===== src/rtl/core/bcu_pkg.sv =====
// Shared types and constants of the binomial coefficient unit.
package bcu_pkg;

  localparam int unsigned ResultWidthDef = 32;
  localparam int unsigned ArgWidth       = 32;
  localparam int unsigned CoefWidth      = 32;
  localparam int unsigned ChunkWidth     = 32;

  typedef enum logic [1:0] {
    RES_ZERO = 2'd0,
    RES_COEF = 2'd1,
    RES_OVF  = 2'd2
  } res_sel_e;

  typedef struct packed {
    logic     load;
    logic     prep;
    logic     mul_start;
    logic     mul_step;
    logic     div_start;
    logic     div_step;
    logic     update;
    logic     out_load;
    res_sel_e res_sel;
  } cmd_t;

  typedef struct packed {
    logic k_gt_n;
    logic loop_done;
    logic mul_last;
    logic div_ovf;
    logic div_last;
  } status_t;

endpackage


===== src/rtl/core/bcu_dpath.sv =====
// Datapath of the binomial coefficient unit: chunked multiplier and restoring divider.
module bcu_dpath #(
  parameter int unsigned RESULT_WIDTH = bcu_pkg::ResultWidthDef
) (
  input  logic                                clk_i,
  input  bcu_pkg::cmd_t                       cmd_i,
  output bcu_pkg::status_t                    status_o,
  input  logic [bcu_pkg::ArgWidth-1:0]        n_total_i,
  input  logic [bcu_pkg::ArgWidth-1:0]        k_choose_i,
  output logic [bcu_pkg::CoefWidth-1:0]       coefficient_o,
  output logic                                overflow_o
);
  import bcu_pkg::*;

  localparam int unsigned Rw     = RESULT_WIDTH;
  localparam int unsigned Chunks = (Rw + ChunkWidth - 1) / ChunkWidth;
  localparam int unsigned Cw     = Chunks * ChunkWidth;
  localparam int unsigned Pw     = Cw + ArgWidth;
  localparam int unsigned Hw     = Pw - Rw;
  localparam int unsigned CntW   = $clog2(Rw);

  logic [ArgWidth-1:0]           n_q, n_d;
  logic [ArgWidth-1:0]           k_q, k_d;
  logic [ArgWidth-1:0]           i_q, i_d;
  logic [Rw-1:0]                 c_q, c_d;
  logic [Cw-1:0]                 cshift_q, cshift_d;
  logic [Pw-1:0]                 acc_q, acc_d;
  logic [ChunkWidth+ArgWidth-1:0] pp_q, pp_d;
  logic [ArgWidth-1:0]           rem_q, rem_d;
  logic [CntW-1:0]               cnt_q, cnt_d;
  logic [CoefWidth-1:0]          coef_q, coef_d;
  logic                          ovf_q, ovf_d;

  logic [ArgWidth-1:0]           n_minus_k;
  logic [Hw-1:0]                 acc_hi;
  logic [ArgWidth:0]             trial;
  logic [ArgWidth:0]             trial_diff;
  logic                          trial_ge;
  logic [Cw-1:0]                 c_ext;

  assign n_minus_k  = n_q - k_q;
  assign acc_hi     = acc_q[Pw-1:Rw];
  assign trial      = {rem_q, acc_q[Rw-1]};
  assign trial_diff = trial - {1'b0, i_q};
  assign trial_ge   = (trial >= {1'b0, i_q});
  assign c_ext      = Cw'(c_q);

  assign status_o.k_gt_n    = (k_q > n_q);
  assign status_o.loop_done = (i_q > k_q);
  assign status_o.mul_last  = (cnt_q == CntW'(Chunks));
  assign status_o.div_ovf   = (acc_hi >= Hw'(i_q));
  assign status_o.div_last  = (cnt_q == CntW'(Rw - 1));

  always_comb begin
    n_d      = n_q;
    k_d      = k_q;
    i_d      = i_q;
    c_d      = c_q;
    cshift_d = cshift_q;
    acc_d    = acc_q;
    pp_d     = pp_q;
    rem_d    = rem_q;
    cnt_d    = cnt_q;
    coef_d   = coef_q;
    ovf_d    = ovf_q;

    if (cmd_i.load) begin
      n_d = n_total_i;
      k_d = k_choose_i;
    end

    if (cmd_i.prep) begin
      k_d = (k_q > n_minus_k) ? n_minus_k : k_q;
      c_d = Rw'(1);
      i_d = ArgWidth'(1);
    end

    if (cmd_i.mul_start) begin
      cshift_d = c_ext;
      acc_d    = '0;
      cnt_d    = '0;
    end

    if (cmd_i.mul_step) begin
      if (cnt_q != CntW'(Chunks)) begin
        pp_d     = cshift_q[Cw-1 -: ChunkWidth] * n_q;
        cshift_d = cshift_q << ChunkWidth;
      end
      if (cnt_q != '0) begin
        acc_d = (acc_q << ChunkWidth) + Pw'(pp_q);
      end
      cnt_d = cnt_q + CntW'(1);
    end

    if (cmd_i.div_start) begin
      rem_d = acc_hi[ArgWidth-1:0];
      cnt_d = '0;
    end

    if (cmd_i.div_step) begin
      rem_d = trial_ge ? trial_diff[ArgWidth-1:0] : trial[ArgWidth-1:0];
      acc_d = {acc_q[Pw-1:Rw], acc_q[Rw-2:0], trial_ge};
      cnt_d = cnt_q + CntW'(1);
    end

    if (cmd_i.update) begin
      c_d = acc_q[Rw-1:0];
      n_d = n_q - ArgWidth'(1);
      i_d = i_q + ArgWidth'(1);
    end

    if (cmd_i.out_load) begin
      unique case (cmd_i.res_sel)
        RES_COEF: begin
          coef_d = c_ext[CoefWidth-1:0];
          ovf_d  = 1'b0;
        end
        RES_OVF: begin
          coef_d = '0;
          ovf_d  = 1'b1;
        end
        default: begin
          coef_d = '0;
          ovf_d  = 1'b0;
        end
      endcase
    end
  end

  always_ff @(posedge clk_i) begin
    n_q      <= n_d;
    k_q      <= k_d;
    i_q      <= i_d;
    c_q      <= c_d;
    cshift_q <= cshift_d;
    acc_q    <= acc_d;
    pp_q     <= pp_d;
    rem_q    <= rem_d;
    cnt_q    <= cnt_d;
    coef_q   <= coef_d;
    ovf_q    <= ovf_d;
  end

  assign coefficient_o = coef_q;
  assign overflow_o    = ovf_q;

endmodule


===== src/rtl/core/bcu_ctrl.sv =====
// Controller state machine of the binomial coefficient unit.
module bcu_ctrl (
  input  logic             clk_i,
  input  logic             rst_ni,
  input  logic             in_valid_i,
  output logic             in_stall_o,
  output logic             out_valid_o,
  input  logic             out_stall_i,
  input  bcu_pkg::status_t status_i,
  output bcu_pkg::cmd_t    cmd_o
);
  import bcu_pkg::*;

  typedef enum logic [7:0] {
    ST_IDLE = 8'b0000_0001,
    ST_PREP = 8'b0000_0010,
    ST_LOOP = 8'b0000_0100,
    ST_MUL  = 8'b0000_1000,
    ST_DCHK = 8'b0001_0000,
    ST_DIV  = 8'b0010_0000,
    ST_UPD  = 8'b0100_0000,
    ST_SPARE = 8'b1000_0000
  } state_e;

  state_e state_q, state_d;
  logic   out_valid_q, out_valid_d;
  logic   out_free;

  assign out_free   = !out_valid_q || !out_stall_i;
  assign in_stall_o = (state_q != ST_IDLE);

  always_comb begin
    state_d = state_q;
    cmd_o   = '0;
    cmd_o.res_sel = RES_ZERO;

    unique case (state_q)
      ST_IDLE: begin
        if (in_valid_i) begin
          cmd_o.load = 1'b1;
          state_d    = ST_PREP;
        end
      end
      ST_PREP: begin
        if (status_i.k_gt_n) begin
          if (out_free) begin
            cmd_o.out_load = 1'b1;
            cmd_o.res_sel  = RES_ZERO;
            state_d        = ST_IDLE;
          end
        end else begin
          cmd_o.prep = 1'b1;
          state_d    = ST_LOOP;
        end
      end
      ST_LOOP: begin
        if (status_i.loop_done) begin
          if (out_free) begin
            cmd_o.out_load = 1'b1;
            cmd_o.res_sel  = RES_COEF;
            state_d        = ST_IDLE;
          end
        end else begin
          cmd_o.mul_start = 1'b1;
          state_d         = ST_MUL;
        end
      end
      ST_MUL: begin
        cmd_o.mul_step = 1'b1;
        if (status_i.mul_last) begin
          state_d = ST_DCHK;
        end
      end
      ST_DCHK: begin
        if (status_i.div_ovf) begin
          if (out_free) begin
            cmd_o.out_load = 1'b1;
            cmd_o.res_sel  = RES_OVF;
            state_d        = ST_IDLE;
          end
        end else begin
          cmd_o.div_start = 1'b1;
          state_d         = ST_DIV;
        end
      end
      ST_DIV: begin
        cmd_o.div_step = 1'b1;
        if (status_i.div_last) begin
          state_d = ST_UPD;
        end
      end
      ST_UPD: begin
        cmd_o.update = 1'b1;
        state_d      = ST_LOOP;
      end
      default: begin
        state_d = ST_IDLE;
      end
    endcase
  end

  always_comb begin
    if (cmd_o.out_load) begin
      out_valid_d = 1'b1;
    end else if (!out_stall_i) begin
      out_valid_d = 1'b0;
    end else begin
      out_valid_d = out_valid_q;
    end
  end

  always_ff @(posedge clk_i or negedge rst_ni) begin
    if (!rst_ni) begin
      state_q     <= ST_IDLE;
      out_valid_q <= 1'b0;
    end else begin
      state_q     <= state_d;
      out_valid_q <= out_valid_d;
    end
  end

  assign out_valid_o = out_valid_q;

endmodule


===== src/rtl/core/binomial_coefficient_unit.sv =====
// Top level of the binomial coefficient unit: computes C(n,k) with an overflow flag.
//
// A request (n_total_i, k_choose_i) is accepted at a rising edge where in_valid_i is high
// and in_stall_o is low. One result (coefficient_o, overflow_o) follows for each request
// and is taken at an edge where out_valid_o is high and out_stall_i is low.
// The unit works on one request at a time; in_stall_o stays high from acceptance until
// the result has been placed in the output register.
// k is first replaced by n-k when that is smaller, giving k'. Each of the k' steps
// forms c*n in 32-bit chunks on one 32x32 multiplier (one chunk for RESULT_WIDTH up
// to 32) and divides by i on a restoring divider, one quotient bit per cycle. The
// next request is taken at the earliest in the cycle after the result is loaded; a
// step whose result would not fit ends the request early with overflow. Fewer than 18
// steps run at the default width.
// The result register frees the input side: a new request is taken while the previous
// result waits. If the receiver stalls and the next result is ready, the unit holds it
// internally until the output register is free.
// Reset is asynchronous and active low; it returns the unit to idle with no result
// pending. Results with overflow set always carry a zero coefficient.
module binomial_coefficient_unit #(
  parameter int unsigned RESULT_WIDTH = bcu_pkg::ResultWidthDef
) (
  input  logic                          clk_i,
  input  logic                          rst_ni,
  input  logic                          in_valid_i,
  output logic                          in_stall_o,
  input  logic [bcu_pkg::ArgWidth-1:0]  n_total_i,
  input  logic [bcu_pkg::ArgWidth-1:0]  k_choose_i,
  output logic                          out_valid_o,
  input  logic                          out_stall_i,
  output logic [bcu_pkg::CoefWidth-1:0] coefficient_o,
  output logic                          overflow_o
);
  import bcu_pkg::*;

  cmd_t    cmd;
  status_t status;

  bcu_ctrl u_ctrl (
    .clk_i       (clk_i),
    .rst_ni      (rst_ni),
    .in_valid_i  (in_valid_i),
    .in_stall_o  (in_stall_o),
    .out_valid_o (out_valid_o),
    .out_stall_i (out_stall_i),
    .status_i    (status),
    .cmd_o       (cmd)
  );

  bcu_dpath #(
    .RESULT_WIDTH (RESULT_WIDTH)
  ) u_dpath (
    .clk_i         (clk_i),
    .cmd_i         (cmd),
    .status_o      (status),
    .n_total_i     (n_total_i),
    .k_choose_i    (k_choose_i),
    .coefficient_o (coefficient_o),
    .overflow_o    (overflow_o)
  );

  // An accepted request always sends the unit into its busy phase.
  assert property (@(posedge clk_i) disable iff (!rst_ni)
    (in_valid_i && !in_stall_o) |=> in_stall_o)
    else $error("input taken without entering the busy phase");

  // An overflowed result carries a zero coefficient.
  assert property (@(posedge clk_i) disable iff (!rst_ni)
    (out_valid_o && overflow_o) |-> (coefficient_o == '0))
    else $error("overflow result with nonzero coefficient");

  // A new result only appears after the unit was busy.
  assert property (@(posedge clk_i) disable iff (!rst_ni)
    (out_valid_o && !$past(out_valid_o)) |-> $past(in_stall_o))
    else $error("result produced while idle");

  // A result load never overwrites one the receiver is still stalling on.
  assert property (@(posedge clk_i) disable iff (!rst_ni)
    (cmd.out_load) |-> (!out_valid_o || !out_stall_i))
    else $error("pending result overwritten");

endmodule

===== config.mk =====
export PLATFORM = sky130hd
export DESIGN_NAME = binomial_coefficient_unit
export DESIGN_NICKNAME = d
export VERILOG_FILES = /design/src/rtl/core/bcu_pkg.sv /design/src/rtl/core/bcu_dpath.sv /design/src/rtl/core/bcu_ctrl.sv /design/src/rtl/core/binomial_coefficient_unit.sv
export SDC_FILE = /design/constraint.sdc
export NUM_CORES = 2
export LEC_CHECK = 0
export BUFFER_PORTS_ARGS = -buffer_cell sky130_fd_sc_hd__buf_2
export CAP_MARGIN = 30
export CORE_MARGIN = 2
export CORE_UTILIZATION = 48
export CTS_CLUSTER_SIZE = 24
export DETAILED_ROUTE_END_ITERATION = 10
export GPL_TIMING_DRIVEN = 0
export PLACE_DENSITY = 0.73
export SYNTH_ARGS = -nofsm -noshare
export SYNTH_HDL_FRONTEND = slang
export SYNTH_SLANG_ARGS = --single-unit

===== constraint.sdc =====
create_clock -name clk_i -period 21.6 [get_ports clk_i]
set_input_delay 4.32 -clock clk_i [delete_from_list [all_inputs] [get_ports clk_i]]
set_output_delay 4.32 -clock clk_i [all_outputs]
set_load 0.05 [all_outputs]

==> flow_summary.yaml <==
run_status:
  status: "finished with violations"
  violations: "DRC"
clock_network:
  cts_hold_buf: 0
  post_cts_buffers: 0
  clk_pin_slew_ps: 70
  cts_num_sinks: 367
  clockBufferDepth: 3
  numCtsBuffers: 41
  htreeDepth: 2
  clk_latency_ps: 600
  cts-resized-gates: 0
  cts_tree: "done"
  root_buffer: "clkbuf_16"
finish:
  fill_cells: 10538
  top_regs: "u_dpath.acc_q (64), u_dpath.pp_q (64)"
  layout-drive-gt1-share: 0.0440
  stdcell_area_um2: 59900
  nNetsFinal: 7572
  area_delta_synth_final_pct: 7.99
die:
  die_area_um2: 118000
  die_h_um: 344
  chipWidth_um: 344
  start_util: 0.485
  pin_count: 103
  core_area_um2: 115000
  rows: 124
place:
  gp_congestion: 1.04
  dpl.hpwl_um: 169000
  preCtsSetupSlack_ps: 11770
  dpl-instance-area_um2: 58400
  portBuffers: 102
power_and_ir_drop:
  p_per_area_nw_per_um2: 29.5
  total_leakage_power_uw: 0.0283
  irDropWorstVdd_uv: 56.4
  p_total_uw: 1770
yosys:
  synth-seq-cells: 367
  yosys-top-cells-count: "inv_1, fa_1, nand2_1"
  netlist_instances: 5961
  synth_async_sr_flop_share: 0.0245
  yosys_warnings: 0
  synth_edf_count: 294
  synth_area_per_cell_um2: 9.31
  synth_fp_nets: 7388
  yosys.area.top_type: "fa_1"
  yosys.area.top_type_share: 0.324
  yosysSeqAreaShare: 0.186
  syn_area_um2: 55500
  synth_cell_type_count: 89
  synthFlopType: "edfxtp_1"
  synth.area.top_cells: "fa_1, edfxtp_1, ha_1"
  synth.most_common_cell: "inv_1"
route:
  drc: 2
  drt-initial-drc-count: 4258
  drtPass1Iterations: 10
  detail_route.wl_per_cell_um: 26.2
  vias: 44657
  ant_nets: 0
  avgViaCountPerCell: 5.79
  drt-total-wl_um: 202000
sta:
  clock-skew-final_ps: 18.2
  period_share: 0.459
  fin_ws_ps: 11680
  finalHoldViolCount: 0
  whs_ps: 505
  grt_setup_unrepaired: "false"
  slew_viol_final: 0
  setup_violations: 0
  finalSetupTns_ps: 0
  period_needed_ps: 9920
  relSlewSlack: 0.259
  fmax_mhz: 101
  worstMarginPinSlew_ps: 1110
critical_path:
  critPathLaunchType: "flip-flop"
  criticalPathCategory: "reg2reg"
  required_ps: 21940
  cp_slowest_cell: "clkbuf_1"
  rr_worst_depth: 26
  cpMostUsedCell: "fa_1"
  worst_path_largest_cell_delay_ps: 780
  path_max_fanout: 10
  critPathLaunch: "u_dpath.n_q[27]"
  r2r_slack_ps: 11680
  r2r-end: "u_dpath.pp_q[63]"
  cp_num_buf_inv: 6
  worstSetupEndpointType: "flip-flop"
  critPathTopFamily: "adder cells"
  r2r-start: "u_dpath.n_q[27]"
  cp.arrival_ps: 10270
grt:
  antenna_found_initial: 19
  grt_pass1_vias: 44989
  grtUsageTotal: 0.344
  grt_pass1_wl_um: 294000
  grt_max_degree: 73
  grt-ovfl-total: 0
flow_run:
  maxCapViolations: 0
hold_path:
  hold_start: "u_dpath.acc_q[1]"
  min_path_cells: 2
  hold_class: "reg2reg"
  holdPathEnd: "u_dpath.acc_q[1]"
==> metal layers <==
layer,global-route usage,vias to the layer above,part of all wire
met4,0.222,2,0.076
met2,0.520,2267,0.44
met5,0.00681,-,0.00055
met1,0.450,22591,0.39
li1,-,19267,-
met3,0.0683,530,0.097
==> layout make-up <==
type,count,area [µm²],area share
Multi-Input combinational cell,4292,40300,0.672
Clock inverter,26,241,0.00403
Clock buffer,48,1070,0.0179
Antenna cell,22,55.1,0.000919
Tap cell,1512,1890,0.0316
Timing Repair Buffer,141,1140,0.0190
Buffer,336,1300,0.0218
Inverter,966,3630,0.0605
Sequential cell,367,10300,0.172
==> where the power goes <==
group	switching (µW)	leakage, µW	internal [µW]
logic	201	0.0242	88.7
clock network	317	0.000644	376
registers	15.6	0.00343	771
==> kinds of logic (layout without fill, tap and decap cells) <==
| group | Yosys count | in the layout | synth area share |
|---|---|---|---|
| buffers and inverters | 1302 | 1517 | 0.0887 |
| other | 1 | 23 | 0.0000676 |
| XOR/XNOR | 201 | 201 | 0.0317 |
| flip-flops | 367 | 367 | 0.186 |
| adder cells (fa/ha/maj) | 1359 | 1359 | 0.428 |
| AO/OA/AOI/OAI | 815 | 815 | 0.0908 |
| AND/OR/NAND/NOR | 1907 | 1907 | 0.173 |
| multiplexers | 9 | 9 | 0.00162 |
==> worst max path at each step <==
stage | end | slack [ps] | cells after the start
finish | u_dpath.pp_q[63] | 11680 | 26
global route | u_dpath.pp_q[63] | 11490 | 26
CTS | u_dpath.pp_q[63] | 11740 | 26
detailed placement | u_dpath.pp_q[63] | 11770 | 26
global placement | u_dpath.pp_q[63] | 11780 | 27
floorplan | u_dpath.pp_q[48] | 14040 | 27
==> metrics by stage <==
step | util | cells
detailed placement | 0.510 | 7606
floorplan | - | 5961
global placement | 0.506 | 7575
finish | 0.523 | 7710
global route | 0.523 | 7694
CTS | 0.522 | 7680
==> worst register-to-register path, delay by kind of cell, from the launching register on <==
kind	cells	cell delay, ps
simple gates	5	1090
fa+ha+maj	9	4530
buf+inv	6	1980
compound gates	5	1580
xor+xnor	1	150
flops	1	340
==> cell usage in the layout (no fill, tap or decap), types with 117 or more instances in the layout <==
master,Yosys,layout
a21o_1,117,117
a21oi_1,296,296
and2_1,664,664
buf_2,15,117
clkbuf_1,308,311
edfxtp_1,294,294
fa_1,899,899
ha_1,460,460
inv_1,965,965
nand2_1,700,698
nor2_1,197,196
o21ai_0,180,180
xnor2_1,141,141
(Power assumes the default switching activity.)
